**src/hw/rtl/mcqp_pkg.sv**
```systemverilog
package mcqp_pkg;

  // Field widths
  localparam int VAL_W     = 32;
  localparam int CODE_W    = 16;
  localparam int ID_W      = 8;
  localparam int MODE_W    = 5;
  localparam int FRAME_W   = MODE_W + CODE_W + ID_W;
  localparam int PAYLOAD_W = 4 * CODE_W;

  // Quantizer arithmetic widths
  localparam int NUM_W  = VAL_W + CODE_W;       // (x - low) * 65535
  localparam int DVD_W  = NUM_W + 1;            // 2 * num + den, stays below 2^49
  localparam int DVSR_W = VAL_W + 1;            // 2 * den

  // Pipeline shape
  localparam int PREP_STAGES = 3;
  localparam int DIV_STAGES  = CODE_W;
  localparam int PIPE_DEPTH  = PREP_STAGES + DIV_STAGES;

  // Frame constants
  localparam logic [MODE_W-1:0] FRAME_MODE = MODE_W'(1);
  localparam logic [ID_W-1:0]   CALF_JOINT = ID_W'(3);
  localparam logic [ID_W-1:0]   JOINTS_PER_LEG = ID_W'(10);
  // id / 10 == (id * 205) >> 11 for every 8-bit id
  localparam logic [15:0]       JOINT_RECIP = 16'd205;
  localparam int                JOINT_RECIP_SHIFT = 11;

  // Configuration port
  localparam int CFG_IDX_W = 8;
  localparam int REG_IDX_W = 3;
  localparam int NUM_REGS  = 2 ** REG_IDX_W;

  typedef enum logic [REG_IDX_W-1:0] {
    REG_POS_LOW,
    REG_POS_HIGH,
    REG_VEL_LOW,
    REG_VEL_HIGH,
    REG_TORQUE_LOW,
    REG_TORQUE_HIGH,
    REG_CALF_TORQUE_LOW,
    REG_CALF_TORQUE_HIGH
  } cfg_reg_e;

  localparam logic signed [VAL_W-1:0] CFG_RESET [NUM_REGS] = '{
    -32'sd823550,  32'sd823550,
    -32'sd2883584, 32'sd2883584,
    -32'sd1114112, 32'sd1114112,
    -32'sd1114112, 32'sd1114112
  };

  // Calf joints are those whose id mod 10 is 3.
  function automatic logic is_calf(logic [ID_W-1:0] id);
    logic [15:0]     prod;
    logic [ID_W-1:0] quot;
    logic [ID_W-1:0] rem;
    prod = 16'(id) * JOINT_RECIP;
    quot = ID_W'(prod >> JOINT_RECIP_SHIFT);
    rem  = id - ID_W'(quot * JOINTS_PER_LEG);
    return rem == CALF_JOINT;
  endfunction

endpackage

```
**src/hw/rtl/mcqp_div.sv**
```systemverilog
// Restoring divider, one quotient bit per register stage.
module mcqp_div import mcqp_pkg::*; (
  input  logic                    clk_i,
  input  logic [DIV_STAGES-1:0]   en_i,
  input  logic [DVD_W-1:0]        dvd_i,
  input  logic [DVSR_W-1:0]       dvsr_i,
  output logic [CODE_W-1:0]       quo_o
);

  typedef struct packed {
    logic [DVSR_W-1:0] rem;
    logic [CODE_W-1:0] dvd_lo;
    logic [CODE_W-1:0] quo;
    logic [DVSR_W-1:0] dvsr;
  } stage_t;

  function automatic stage_t div_step(stage_t s);
    logic [DVSR_W:0] trial;
    logic            ge;
    stage_t          r;
    trial    = {s.rem, s.dvd_lo[CODE_W-1]};
    ge       = trial >= {1'b0, s.dvsr};
    r.rem    = ge ? DVSR_W'(trial - {1'b0, s.dvsr}) : trial[DVSR_W-1:0];
    r.dvd_lo = {s.dvd_lo[CODE_W-2:0], 1'b0};
    r.quo    = {s.quo[CODE_W-2:0], ge};
    r.dvsr   = s.dvsr;
    return r;
  endfunction

  stage_t init;
  stage_t st_q [DIV_STAGES];

  // Quotient fits 16 bits, so the upper dividend bits already sit below the divisor
  always_comb begin
    init.rem    = dvd_i[DVD_W-1:CODE_W];
    init.dvd_lo = dvd_i[CODE_W-1:0];
    init.quo    = '0;
    init.dvsr   = dvsr_i;
  end

  for (genvar k = 0; k < DIV_STAGES; k++) begin : g_stage
    if (k == 0) begin : g_first
      always_ff @(posedge clk_i) begin
        if (en_i[k]) st_q[k] <= div_step(init);
      end
    end else begin : g_next
      always_ff @(posedge clk_i) begin
        if (en_i[k]) st_q[k] <= div_step(st_q[k-1]);
      end
    end
  end

  assign quo_o = st_q[DIV_STAGES-1].quo;

endmodule

```
**config.mk**
```make
export PLATFORM = sky130hd
export DESIGN_NAME = mcqp_div
export DESIGN_NICKNAME = d
export VERILOG_FILES = /design/src/hw/rtl/mcqp_pkg.sv /design/src/hw/rtl/mcqp_div.sv
export SDC_FILE = /design/constraint.sdc
export NUM_CORES = 2
export LEC_CHECK = 0
export BUFFER_PORTS_ARGS = -buffer_cell sky130_fd_sc_hd__buf_2
export CAP_MARGIN = 20
export CORE_MARGIN = 3
export CORE_UTILIZATION = 60
export DETAILED_ROUTE_END_ITERATION = 10
export HOLD_SLACK_MARGIN = 0.1
export PLACE_DENSITY = 0.77
export SLEW_MARGIN = 15
export SYNTH_ARGS = -nofsm -noshare
export SYNTH_HDL_FRONTEND = slang
export SYNTH_SLANG_ARGS = --single-unit
```
**constraint.sdc**
```tcl
create_clock -name clk_i -period 8.2 [get_ports clk_i]
set_clock_uncertainty 0.05 [all_clocks]
set_input_delay 0.82 -clock clk_i [delete_from_list [all_inputs] [get_ports clk_i]]
set_output_delay 0.82 -clock clk_i [all_outputs]
set_load 0.02 [all_outputs]
```
# Word level (Yosys, flattened, before mapping)
# Memories as Yosys holds them, arrays and structs flattened.
# Cells that the tools add are included.
[word_totals]
out_inout_bits = 16
mem_bits_rw = 1552
reg_bits = 0
n_memories = 1
input_bits = 99
[classes]
muxes = 48
magnitude_cmp = 16
add_sub_neg = 16
[memory_table]
columns = ["name", "words", "width", "read_ports", "rd_ports_with_merged_regs", "wr", "line_no", "rtl"]
rows = [
  ["st_q", 16, 97, 16, 0, 16, "mcqp_div.sv:31", "stage_t st_q [DIV_STAGES];"],
]
[op_table]
columns = ["op", "count"]
rows = [
  ["34-bit by 33-bit >= comparator with 1-bit output", 16],
  ["33-bit two-way mux", 16],
  ["33-bit subtractor", 16],
  ["1-bit two-way mux", 32],
]

# Longest topological paths before layout
# An unclocked memory read counts as a cell.
[logic_depth]
depth_word = 3
mapped_depth = 16

# Worst setup path after synthesis
# No wires, ideal clock.
[synth_timing]
path_kind = "input port to flip-flop"
start = "input port dvd_i[15]"
end = "memory st_q[0][93] (netlist name) (data pin)"
path_stages = 14
arrival_time_ns = 3.444
setup_ns = 0.260
setup_slack_ns = 4.446
path_cell_list = "inv_1 ha_1 inv_1 fa_1 a21o_1 a21o_1 a2111o_1 o211ai_1 a21boi_0 nand2b_1 nand4_1 a31oi_2 clkbuf_1 mux2_2"
[synth_lines]
columns = ["element", "line_no", "rtl"]
rows = [
  ["start, declared", "mcqp_div.sv:5", "input logic [DVD_W-1:0] dvd_i,"],
  ["end, declared", "mcqp_div.sv:31", ""],
]

==> flow_metrics.py <==
metrics = {
    "timing": {
        "timing.final.crit_share_pct": 56.00,
        "setup_viol": 0,
        "tightest_slew_ns": 1.099,
        "slew_headroom_pct": 26.19,
        "slew_violations": 0,
        "setup_tns_ns": 0,
        "rsz0062_at_grt": "no",
        "hold_viol": 0,
        "finalCriticalPeriod_ns": 4.592,
        "max_freq_ghz": 0.2178,
    },
    "logic_synthesis": {
        "synthTopCellsByCount": "edfxtp_1 (1246), inv_1 (671), a21oi_1 (633)",
        "yosys.area.top_type": "edfxtp_1",
        "yosysWarnings": 0,
        "yosysMostFrequentCell": "edfxtp_1",
        "ys_types": 89,
        "synth_ff_type": "edfxtp_1",
        "syn_nets": 7036,
        "ys_seq_area_share_pct": 52.75,
        "synth-edff-count": 1246,
        "synth_area_per_cell_sq_um": 11.09,
        "synth_top_area_share_pct": 52.75,
        "synth_area_leaders": "edfxtp_1 (53%), ha_1 (9.3%), a21oi_1 (4.5%), inv_1 (3.6%), xnor2_1 (3.2%)",
        "postSynthCellCount": 6394,
        "synth_area_sq_um": 70920,
        "async_reset_ff_share_pct": 0,
        "ys_ff_latch": 1246,
    },
    "drt": {
        "num_vias": 47490,
        "drc": 0,
        "drtIter0Drc": 2766,
        "first_pass_iters": 6,
        "wire_per_inst_microns": 18.68,
        "ant_nets": 0,
        "via_per_inst": 5.852,
        "drt_wl_total_microns": 151600,
    },
    "cts": {
        "cts_tree": "yes",
        "cts_buffers": 138,
        "post_cts_buffers": 0,
        "cts_hold_buf": 0,
        "htree_levels": 4,
        "cts_buffer_depth": 3,
        "cts.clk_slew.worst_paths_ns": 0.06,
        "clk_latency_ns": 0.75,
        "cts_sinks": 1246,
        "cts_root_buf": "clkbuf_16",
        "cts-resized-gates": 0,
    },
    "final_layout": {
        "largest_reg_flops": 1246,
        "final.fill_count": 8720,
        "top_register": "st_q",
        "regArea_sq_um": 37420,
        "final_util_pct": 66.20,
        "area_delta_synth_final_pct": 8.911,
        "top_regs": "st_q x1246",
        "final_cells": 8115,
        "multi_input_area_sq_um": 30200,
        "layout-drive-gt1-share_pct": 8.848,
        "nets": 7131,
    },
    "place": {
        "hpwlAfterDp_microns": 117700,
        "port_buffers": 114,
        "place_congestion": 0.9807,
        "dp_cells": 7873,
    },
    "setup_path": {
        "critPathRequiredTime_ns": 8.64,
        "end_kind": "register",
        "cp-start-kind": "register",
        "critPathMaxFanout": 41,
        "worstPathArrival_ns": 5.03,
        "crit_type": "register to register",
    },
    "worst_hold_path": {
        "hold_class": "primary input to register",
    },
    "grt": {
        "use_met3_pct": 3.198,
        "gr-total-overflow": 0,
        "antenna_found_initial": 2,
        "grt_pass1_vias": 48983,
        "grt_pass1_wl_microns": 240800,
        "grt_use_met2_pct": 50.31,
        "grt.total_usage_pct": 24.79,
        "grt_max_degree": 67,
        "use_met1_pct": 22.72,
        "grt_busiest_layer": "met2",
    },
    "floorplanning": {
        "die_x_microns": 349.8,
        "die_y_microns": 349.8,
        "die_area_sq_um": 122400,
        "floorplan.core_area_sq_um": 116700,
        "ios": 115,
        "rows": 125,
        "start_util_pct": 60.79,
    },
    "power": {
        "p_per_area_nw_per_um2": 386.3,
        "ir_drop_v": 0.0002502,
        "p_leak_nw": 31.76,
    },
    "outcome": {
        "status": "complete, no violations",
    },
    "flow_run": {
        "max-cap-violations": 0,
    },
}
-- report_power, final --
group	switching (W)	leakage [nW]	total, W	internal, W
clock network	0.00242	2.11	0.00590	0.00348
registers	0.000828	12.2	0.0102	0.00942
logic	0.00786	17.5	0.0137	0.00583
-- metrics by stage --
| step | setup WS [ns] | total power [W] | area, sq um | hold WS, ns |
|---|---|---|---|---|
| final | 3.608 | 0.02984 | 77240 | 0.2038 |
| after global routing | 3.416 | 0.03190 | 77240 | 0.1524 |
| after CTS | 3.693 | 0.02984 | 77240 | 0.1315 |
| after detailed placement | 3.390 | 0.02381 | 72920 | 0.3545 |
| after global placement | 3.382 | 0.02353 | 72910 | 0.3503 |
| after floorplan | 4.446 | 0.02065 | 70920 | 0.3503 |
-- routing by layer --
metal,up-vias,wire length [microns]
li1,23512,-
met1,22317,52060
met2,1159,84950
met3,502,4434
met4,0,10140
met5,-,0
-- worst max-delay path, stage by stage, from the launching register on --
cell and delay [ns]:
edfxtp_1 0.39, inv_1 0.07, ha_1 0.16, inv_1 0.06, fa_1 0.39, a21oi_1 0.30, o211ai_1 0.21, a21oi_1 0.34
o21ai_0 0.26, a2111oi_0 0.62, nor3_1 0.27, o31ai_1 0.47, a21oi_4 0.08, buf_4 0.30, mux2_2 0.34
-- layout by cell type (no fill, tap or decap), types with 37 or more instances in the layout --
master,n
buf_2,99
a21o_1,268
inv_1,671
a31oi_1,56
o21ai_0,359
nand3_1,108
xnor2_1,262
a211oi_1,37
nor3_1,62
a21oi_1,631
xor2_1,175
o21bai_1,76
clkbuf_16,144
mux2_2,182
nand4_1,101
edfxtp_1,1246
buf_4,50
ha_1,528
nor2b_1,68
nor2_1,391
nand2_1,426
o21a_1,50
nand2b_1,61
-- final cells by class --
cell class | instances | share of cell area, %
Sequential cell | 1246 | 48.44
Multi-Input combinational cell | 4282 | 39.10
Clock buffer | 166 | 4.772
Inverter | 672 | 3.266
Tap cell | 1524 | 2.469
Timing Repair Buffer | 149 | 1.127
Clock inverter | 74 | 0.8245
Antenna cell | 2 | 0.006479
-- cells by family after synthesis --
kind of cell    synth area share, %
mux                           3.061
buf+inv                       4.795
flops                         52.75
xor+xnor                      5.396
fa+ha+maj                     9.738
compound gates                15.15
simple gates                  9.107
-- path summary, 6_finish.rpt --
| kind | from | endpoint | slack (ns) | cells after the start |
|---|---|---|---|---|
| setup / recovery | st_q[1][257] | st_q[1][359] | 3.61 | 14 |
| hold / removal | dvd_i[10] | st_q[0][59] | 0.20 | 1 |
| setup reg to reg | st_q[1][257] | st_q[1][359] | 3.61 | 14 |
| hold reg to reg | st_q[1][619] | st_q[1][717] | 0.36 | 0 |
(Power assumes the default switching activity.)
