### src/hw/rtl/mcqp_pkg.sv
package mcqp_pkg;

  // Field widths
  localparam int VAL_W     = 32;
  localparam int CODE_W    = 16;
  localparam int ID_W      = 8;
  localparam int MODE_W    = 5;
  localparam int FRAME_W   = MODE_W + CODE_W + ID_W;
  localparam int PAYLOAD_W = 4 * CODE_W;

  // Quantizer arithmetic widths
  localparam int NUM_W  = VAL_W + CODE_W;       // (x - low) * 65535
  localparam int DVD_W  = NUM_W + 1;            // 2 * num + den, stays below 2^49
  localparam int DVSR_W = VAL_W + 1;            // 2 * den

  // Pipeline shape
  localparam int PREP_STAGES = 3;
  localparam int DIV_STAGES  = CODE_W;
  localparam int PIPE_DEPTH  = PREP_STAGES + DIV_STAGES;

  // Frame constants
  localparam logic [MODE_W-1:0] FRAME_MODE = MODE_W'(1);
  localparam logic [ID_W-1:0]   CALF_JOINT = ID_W'(3);
  localparam logic [ID_W-1:0]   JOINTS_PER_LEG = ID_W'(10);
  // id / 10 == (id * 205) >> 11 for every 8-bit id
  localparam logic [15:0]       JOINT_RECIP = 16'd205;
  localparam int                JOINT_RECIP_SHIFT = 11;

  // Configuration port
  localparam int CFG_IDX_W = 8;
  localparam int REG_IDX_W = 3;
  localparam int NUM_REGS  = 2 ** REG_IDX_W;

  typedef enum logic [REG_IDX_W-1:0] {
    REG_POS_LOW,
    REG_POS_HIGH,
    REG_VEL_LOW,
    REG_VEL_HIGH,
    REG_TORQUE_LOW,
    REG_TORQUE_HIGH,
    REG_CALF_TORQUE_LOW,
    REG_CALF_TORQUE_HIGH
  } cfg_reg_e;

  localparam logic signed [VAL_W-1:0] CFG_RESET [NUM_REGS] = '{
    -32'sd823550,  32'sd823550,
    -32'sd2883584, 32'sd2883584,
    -32'sd1114112, 32'sd1114112,
    -32'sd1114112, 32'sd1114112
  };

  // Calf joints are those whose id mod 10 is 3.
  function automatic logic is_calf(logic [ID_W-1:0] id);
    logic [15:0]     prod;
    logic [ID_W-1:0] quot;
    logic [ID_W-1:0] rem;
    prod = 16'(id) * JOINT_RECIP;
    quot = ID_W'(prod >> JOINT_RECIP_SHIFT);
    rem  = id - ID_W'(quot * JOINTS_PER_LEG);
    return rem == CALF_JOINT;
  endfunction

endpackage

### src/hw/rtl/mcqp_prep.sv
// Clamp, scale by 65535 and build the rounding dividend; three register stages.
module mcqp_prep import mcqp_pkg::*; (
  input  logic                    clk_i,
  input  logic [PREP_STAGES-1:0]  en_i,
  input  logic signed [VAL_W-1:0] x_i,
  input  logic signed [VAL_W-1:0] lo_i,
  input  logic signed [VAL_W-1:0] hi_i,
  output logic [DVD_W-1:0]        dvd_o,
  output logic [DVSR_W-1:0]       dvsr_o
);

  logic [VAL_W:0]    diff_q, span_q;
  logic [VAL_W-1:0]  clamp;
  logic              empty;
  logic [NUM_W-1:0]  num_d, num_q;
  logic [VAL_W-1:0]  den_d, den_q;
  logic [DVD_W-1:0]  dvd_q;
  logic [DVSR_W-1:0] dvsr_q;

  // Stage 2: clamp to [0, span] and multiply by 65535 as a shift and subtract
  always_comb begin
    empty = span_q[VAL_W] || (span_q == '0);
    if (diff_q[VAL_W]) begin
      clamp = '0;
    end else if (diff_q > span_q) begin
      clamp = span_q[VAL_W-1:0];
    end else begin
      clamp = diff_q[VAL_W-1:0];
    end
    if (empty) begin
      num_d = '0;
      den_d = VAL_W'(1);
    end else begin
      num_d = {clamp, CODE_W'(0)} - NUM_W'(clamp);
      den_d = span_q[VAL_W-1:0];
    end
  end

  always_ff @(posedge clk_i) begin
    if (en_i[0]) begin
      diff_q <= {x_i[VAL_W-1], x_i} - {lo_i[VAL_W-1], lo_i};
      span_q <= {hi_i[VAL_W-1], hi_i} - {lo_i[VAL_W-1], lo_i};
    end
    if (en_i[1]) begin
      num_q <= num_d;
      den_q <= den_d;
    end
    if (en_i[2]) begin
      dvd_q  <= {num_q, 1'b0} + DVD_W'(den_q);
      dvsr_q <= {den_q, 1'b0};
    end
  end

  assign dvd_o  = dvd_q;
  assign dvsr_o = dvsr_q;

endmodule

### config.mk
export PLATFORM = sky130hd
export DESIGN_NAME = mcqp_prep
export DESIGN_NICKNAME = d
export VERILOG_FILES = /design/src/hw/rtl/mcqp_pkg.sv /design/src/hw/rtl/mcqp_prep.sv
export SDC_FILE = /design/constraint.sdc
export NUM_CORES = 1
export LEC_CHECK = 0
export BUFFER_PORTS_ARGS = -buffer_cell sky130_fd_sc_hd__buf_4
export CAP_MARGIN = 10
export CELL_PAD_IN_SITES_DETAIL_PLACEMENT = 2
export CELL_PAD_IN_SITES_GLOBAL_PLACEMENT = 2
export CORE_ASPECT_RATIO = 0.5
export CORE_MARGIN = 8
export CORE_UTILIZATION = 25
export DETAILED_ROUTE_END_ITERATION = 8
export GPL_TIMING_DRIVEN = 0
export PLACE_DENSITY = 0.6
export SYNTH_ARGS = -nofsm -noshare
export SYNTH_HDL_FRONTEND = slang
export SYNTH_SLANG_ARGS = --single-unit
### constraint.sdc
create_clock -name clk_i -period 6.8 [get_ports clk_i]
set_input_delay 0.34 -clock clk_i [delete_from_list [all_inputs] [get_ports clk_i]]
set_output_delay 0.34 -clock clk_i [all_outputs]
set_load 0.02 [all_outputs]
# Yosys cells after proc, flatten, opt, wreduce, memory -nomap -nowiden
# Cells that the tools add are included.
# totals
regBits	227
inputBits	100
out_inout_bits	82
elab_cells	15
# op_classes
add_sub_neg	4
order_cmp	1
n_mux	2
n_reduce_logical	2
# op_table
operator	n
32-bit by 32-bit subtractor with 33-bit output	2
32-bit 2-to-1 mux	2
49-bit by 32-bit adder with 49-bit output	1
48-bit by 32-bit subtractor with 48-bit output	1
33-bit > comparator	1
33-bit logical NOT	1
1-bit logical OR	1

# Depth between registers and ports, before layout
# depth
word_depth	4
depth_mapped	28
depth_no_buf	22

# Worst setup path after synthesis
# No wires, ideal clock.
# synth_path
path_kind	flip-flop to flip-flop
start	register span_q[32]
end	register num_q[46], data pin
setup_ps	266
t_arrival_ps	5791
required_time_ps	6534
setup_slack_ps	743
stages_incl_launch_ff	27
n_path_buf	6
synth_period_minus_slack_ps	6057
cell_sequence	edfxtp_1 clkbuf_1 inv_1 ha_1 nand4_1 a211oi_1 or3_1 o31a_1 buf_4 nor2_2 buf_4 clkbuf_1 buf_1 clkbuf_1 nor2_1 a21oi_1 or2_2 inv_1 ha_1 nand4_1 or4b_4 o41a_1 a211oi_2 o311ai_2 o311a_1 xnor2_1 nor2_1
# synth_via
elab_chain_cells	4
elab_cells_between_ends	6
cone_classes	1 x add/sub; 1 x order compare; 2 x mux; 2 x reduce/logical
# synth_rtl
element	line_no	source
from (decl)	mcqp_prep.sv:12	logic [VAL_W:0] diff_q, span_q;
from (signal assigned)	mcqp_prep.sv:42	span_q <= {hi_i[VAL_W-1], hi_i} - {lo_i[VAL_W-1], lo_i};
33-bit > comparator	mcqp_prep.sv:25	end else if (diff_q > span_q) begin
32-bit 2-to-1 mux	mcqp_prep.sv:25	
32-bit 2-to-1 mux	mcqp_prep.sv:23	if (diff_q[VAL_W]) begin
48-bit by 32-bit subtractor with 48-bit output	mcqp_prep.sv:34	num_d = {clamp, CODE_W'(0)} - NUM_W'(clamp);
to (signal assigned)	mcqp_prep.sv:45	num_q <= num_d;
to (decl)	mcqp_prep.sv:15	logic [NUM_W-1:0] num_d, num_q;
# Several ways; a longest one is shown, not always the timed one.
# A chain may end at the register's enable or synchronous reset.

# Worst setup path after layout
# layout_path
start	register span_q[2]
end	register num_q[44], data pin
# Same word-level chain as after synthesis.

==> metrics.txt <==
run status=complete, no violations; Synth top area share=0.451; routed len/inst=21.2 µm; share of layout cells above drive strength 1=0.160; most used cell, CP=a21oi_1; H-tree Lvls=1; Worst-path clk slew=~60 ps; GRT met3 Usage=0.0210; Max IR drop VDD=approximately 160 µV; CTS Buf Count=27; Min Clock Period, post-route=6490 ps; worst min-delay path startpoint=lo_i[0]; min-delay worst type=in2reg; FF+latch count, synth=226; # rows=63; RSZ-0062 raised after global routing=no; Max clock buf depth=3; Setup violations, final=0; Worst-Margin Slew=1190 ps; Fin Setup TNS=0 ps; final core utilization=0.310; Setup CP Type=reg2reg; Mapped Area=around 0.015 mm²; crit-path max cell delay=490 ps; DR iter-0 viols=585; first-pass iteration count of the detailed router=5; syn nets=about 1700; synth top area cells=edfxtp_1 (45%), ha_1 (12%), xnor2_1 (5.6%), a21oi_1 (4.4%), nor2_1 (4.4%); Synth warnings=0; Clock Skew=10.4 ps; FF-to-FF path depth=25; CP Capture Type=flip-flop; reg2reg end=num_q[44]$_SDFFCE_PP0P_; routability congestion estimate=0.861; worst-case headroom to the max-slew limit=0.187; Core Area=0.0594 mm²; met1 usage=0.223; Initial Util=0.253; HPWL after detailed placement=44300 µm; Final Net Count=1959; final hold vios=0; Async S/R FF share, synth=0; power per cell area=335 mW/mm²; R2R setup slack=310 ps; Critical Path Source Type=flip-flop; worst hold slack=175 ps; critical path peak fanout=19; Post-DRT Antenna Nets=0; Hold Path Stages=3; global-route met2 utilization=0.239; library cells used by synthesis=between 70 and 80; TritonCTS clock tree=built; Leak=0.00758 µW; Root Driver=clkbuf_16; Mapped Cells=1502; GRT Util Overall=0.152; Antenna Cells=0; GRT Max-Usage Layer=met2; drt total wl=53900 µm; dpl cells=2494; fmax=154 MHz; top_reg_cell synth=edfxtp_1; final slew viol count=0; Seq/Total Area, Yosys=0.451; Slowest-stage cell, CP=edfxtp_1; Post-synth EDFFs=~230; full die area=0.0688 mm²; fill cell count=between 6000 and 7000; largest net degree at the start of global routing=81; Residual DRC=0; hold_buf cts=0; Die X=363 µm; drt via density=4.79; Area Growth Syn to Fin=22.1%; Mean Syn Cell Area=10.0 µm²; worst hold endpoint=diff_q[0]$_DFFE_PP_; CP arrival=~6900 ps; ratio of final minimum period to clock period=0.955; Max Cap Violations=0; global-route wire length before repair=81800 µm; worst-skew pair later-pin latency=560 ps; vias in the first global route=approximately 13000; CP required=between 7000 and 8000 ps; total grt overflow=0; antenna violations before repair=4; clock sink total=226; port bufs=180; worst flop-to-flop path startpoint=span_q[2]$_DFFE_PP_; Via Count=12200; leading area contributor after synthesis=edfxtp_1; chip height=189 µm; fin cells=2547; num ports=182
## area by class of cell
cell class / count / area (µm²) / area share
Buffer: 30 / 150 / 0.00817
Clock buffer: 28 / 679 / 0.0370
Clock inverter: 22 / 191 / 0.0104
Inverter: 120 / 450 / 0.0245
Multi-Input combinational cell: 1124 / 7710 / 0.420
Sequential cell: 226 / 6790 / 0.369
Tap cell: 812 / 1020 / 0.0553
Timing Repair Buffer: 185 / 1390 / 0.0756
## through the flow
stage	cell area [µm²]	total power [µW]	setup slack (ps)
floorplan	15000	3730	743
global placement	17400	4650	-1020
detailed placement	17400	4710	-946
CTS	18300	6180	-4.78
global route	18400	6550	10.0
finish	18400	6160	309
## cells by family after synthesis
group	Yosys count	share of synthesized area
other	1	0.000249
DFF	226	0.451
adders and majority gates	147	0.123
buffers and inverters	152	0.0391
xor gates and xnor gates	136	0.0792
and+or+nand+nor	472	0.149
AOI/OAI and AO/OA	365	0.156
muxes	3	0.00241
## registers in the layout, summed over array words and instances, names as in the netlist
| signal | cells |
|---|---|
| den_q | 32 |
| diff_q | 33 |
| dvd_o | 49 |
| dvsr_o | 31 |
| num_q | 48 |
| span_q | 33 |
## cells in the final DEF, fill, tap and decap left out, types with 4 or more instances in the layout
cell type	netlist	final
or3_1	17	17
edfxtp_1	226	226
nor2_1	175	175
xor2_1	40	40
clkbuf_1	22	15
nor2b_1	21	21
clkbuf_16	0	27
o21a_1	22	22
a21boi_0	5	5
and3_1	14	14
xnor2_1	96	96
a31oi_1	14	14
ha_1	142	142
nand4_1	19	19
o31a_1	4	4
inv_1	119	118
a211oi_1	17	17
o21ai_0	66	66
a21o_1	34	34
a21oi_1	132	131
o211ai_1	9	9
or2_2	13	13
nor4_1	16	15
nor3_1	35	34
o21bai_1	10	10
clkinv_1	1	9
clkinvlp_4	0	5
and2_1	9	9
clkbuf_4	0	4
buf_4	4	187
or4_1	5	5
nand3_1	28	28
nand2_1	91	91
a31o_2	5	5
nand2b_1	17	17
## metal layers
layer,vias to the layer above,share of wire,wire length (µm)
li1,5877,-,-
met3,46,0.040,2140
met1,6077,0.51,27200
met4,4,0.014,775
met2,195,0.44,23700
met5,-,0.00050,27
## synthesized netlist by cell type, types with 28 or more instances
cell and n:
xnor2_1 96, nor2_1 175, a21o_1 34, nor3_1 35, ha_1 142, edfxtp_1 226, xor2_1 40, nand2_1 91
inv_1 119, o21ai_0 66, a21oi_1 132, nand3_1 28
## how the worst max path moves through the flow
stage                               to  cells after the start                 start
6_report       num_q[44]$_SDFFCE_PP0P_                     25   span_q[2]$_DFFE_PP_
5_1_grt        num_q[44]$_SDFFCE_PP0P_                     25   span_q[2]$_DFFE_PP_
4_1_cts        num_q[44]$_SDFFCE_PP0P_                     25   span_q[3]$_DFFE_PP_
3_5_place_dp   num_q[46]$_SDFFCE_PP0P_                     24  span_q[32]$_DFFE_PP_
3_3_place_gp   num_q[47]$_SDFFCE_PP0P_                     24  span_q[32]$_DFFE_PP_
2_1_floorplan  num_q[46]$_SDFFCE_PP0P_                     26  span_q[32]$_DFFE_PP_
## report_power, final
group          internal (µW)  switching [µW]  leakage (µW)  total [µW]
Combinational            999            1620       0.00491        2620
Sequential              1920             185       0.00227        2110
Clock                    810             626      0.000411        1440
Total                   3730            2430       0.00758        6160
## timing repair
action,CTS,global route
setup endpoints to repair,28,20
endpoints found under the hold margin,0,0
pin swaps,0,4
resized for setup,6,16
setup buffers,1,3
## worst max-delay path: cells and delay by family, from the launching register on
family / cells / cell delay, ps
compound gates: 13 / 3000
buf+inv: 6 / 1180
simple gates: 4 / 1070
fa+ha+maj: 2 / 580
flops: 1 / 490
No activity file was read; power rests on OpenSTA's default activity.
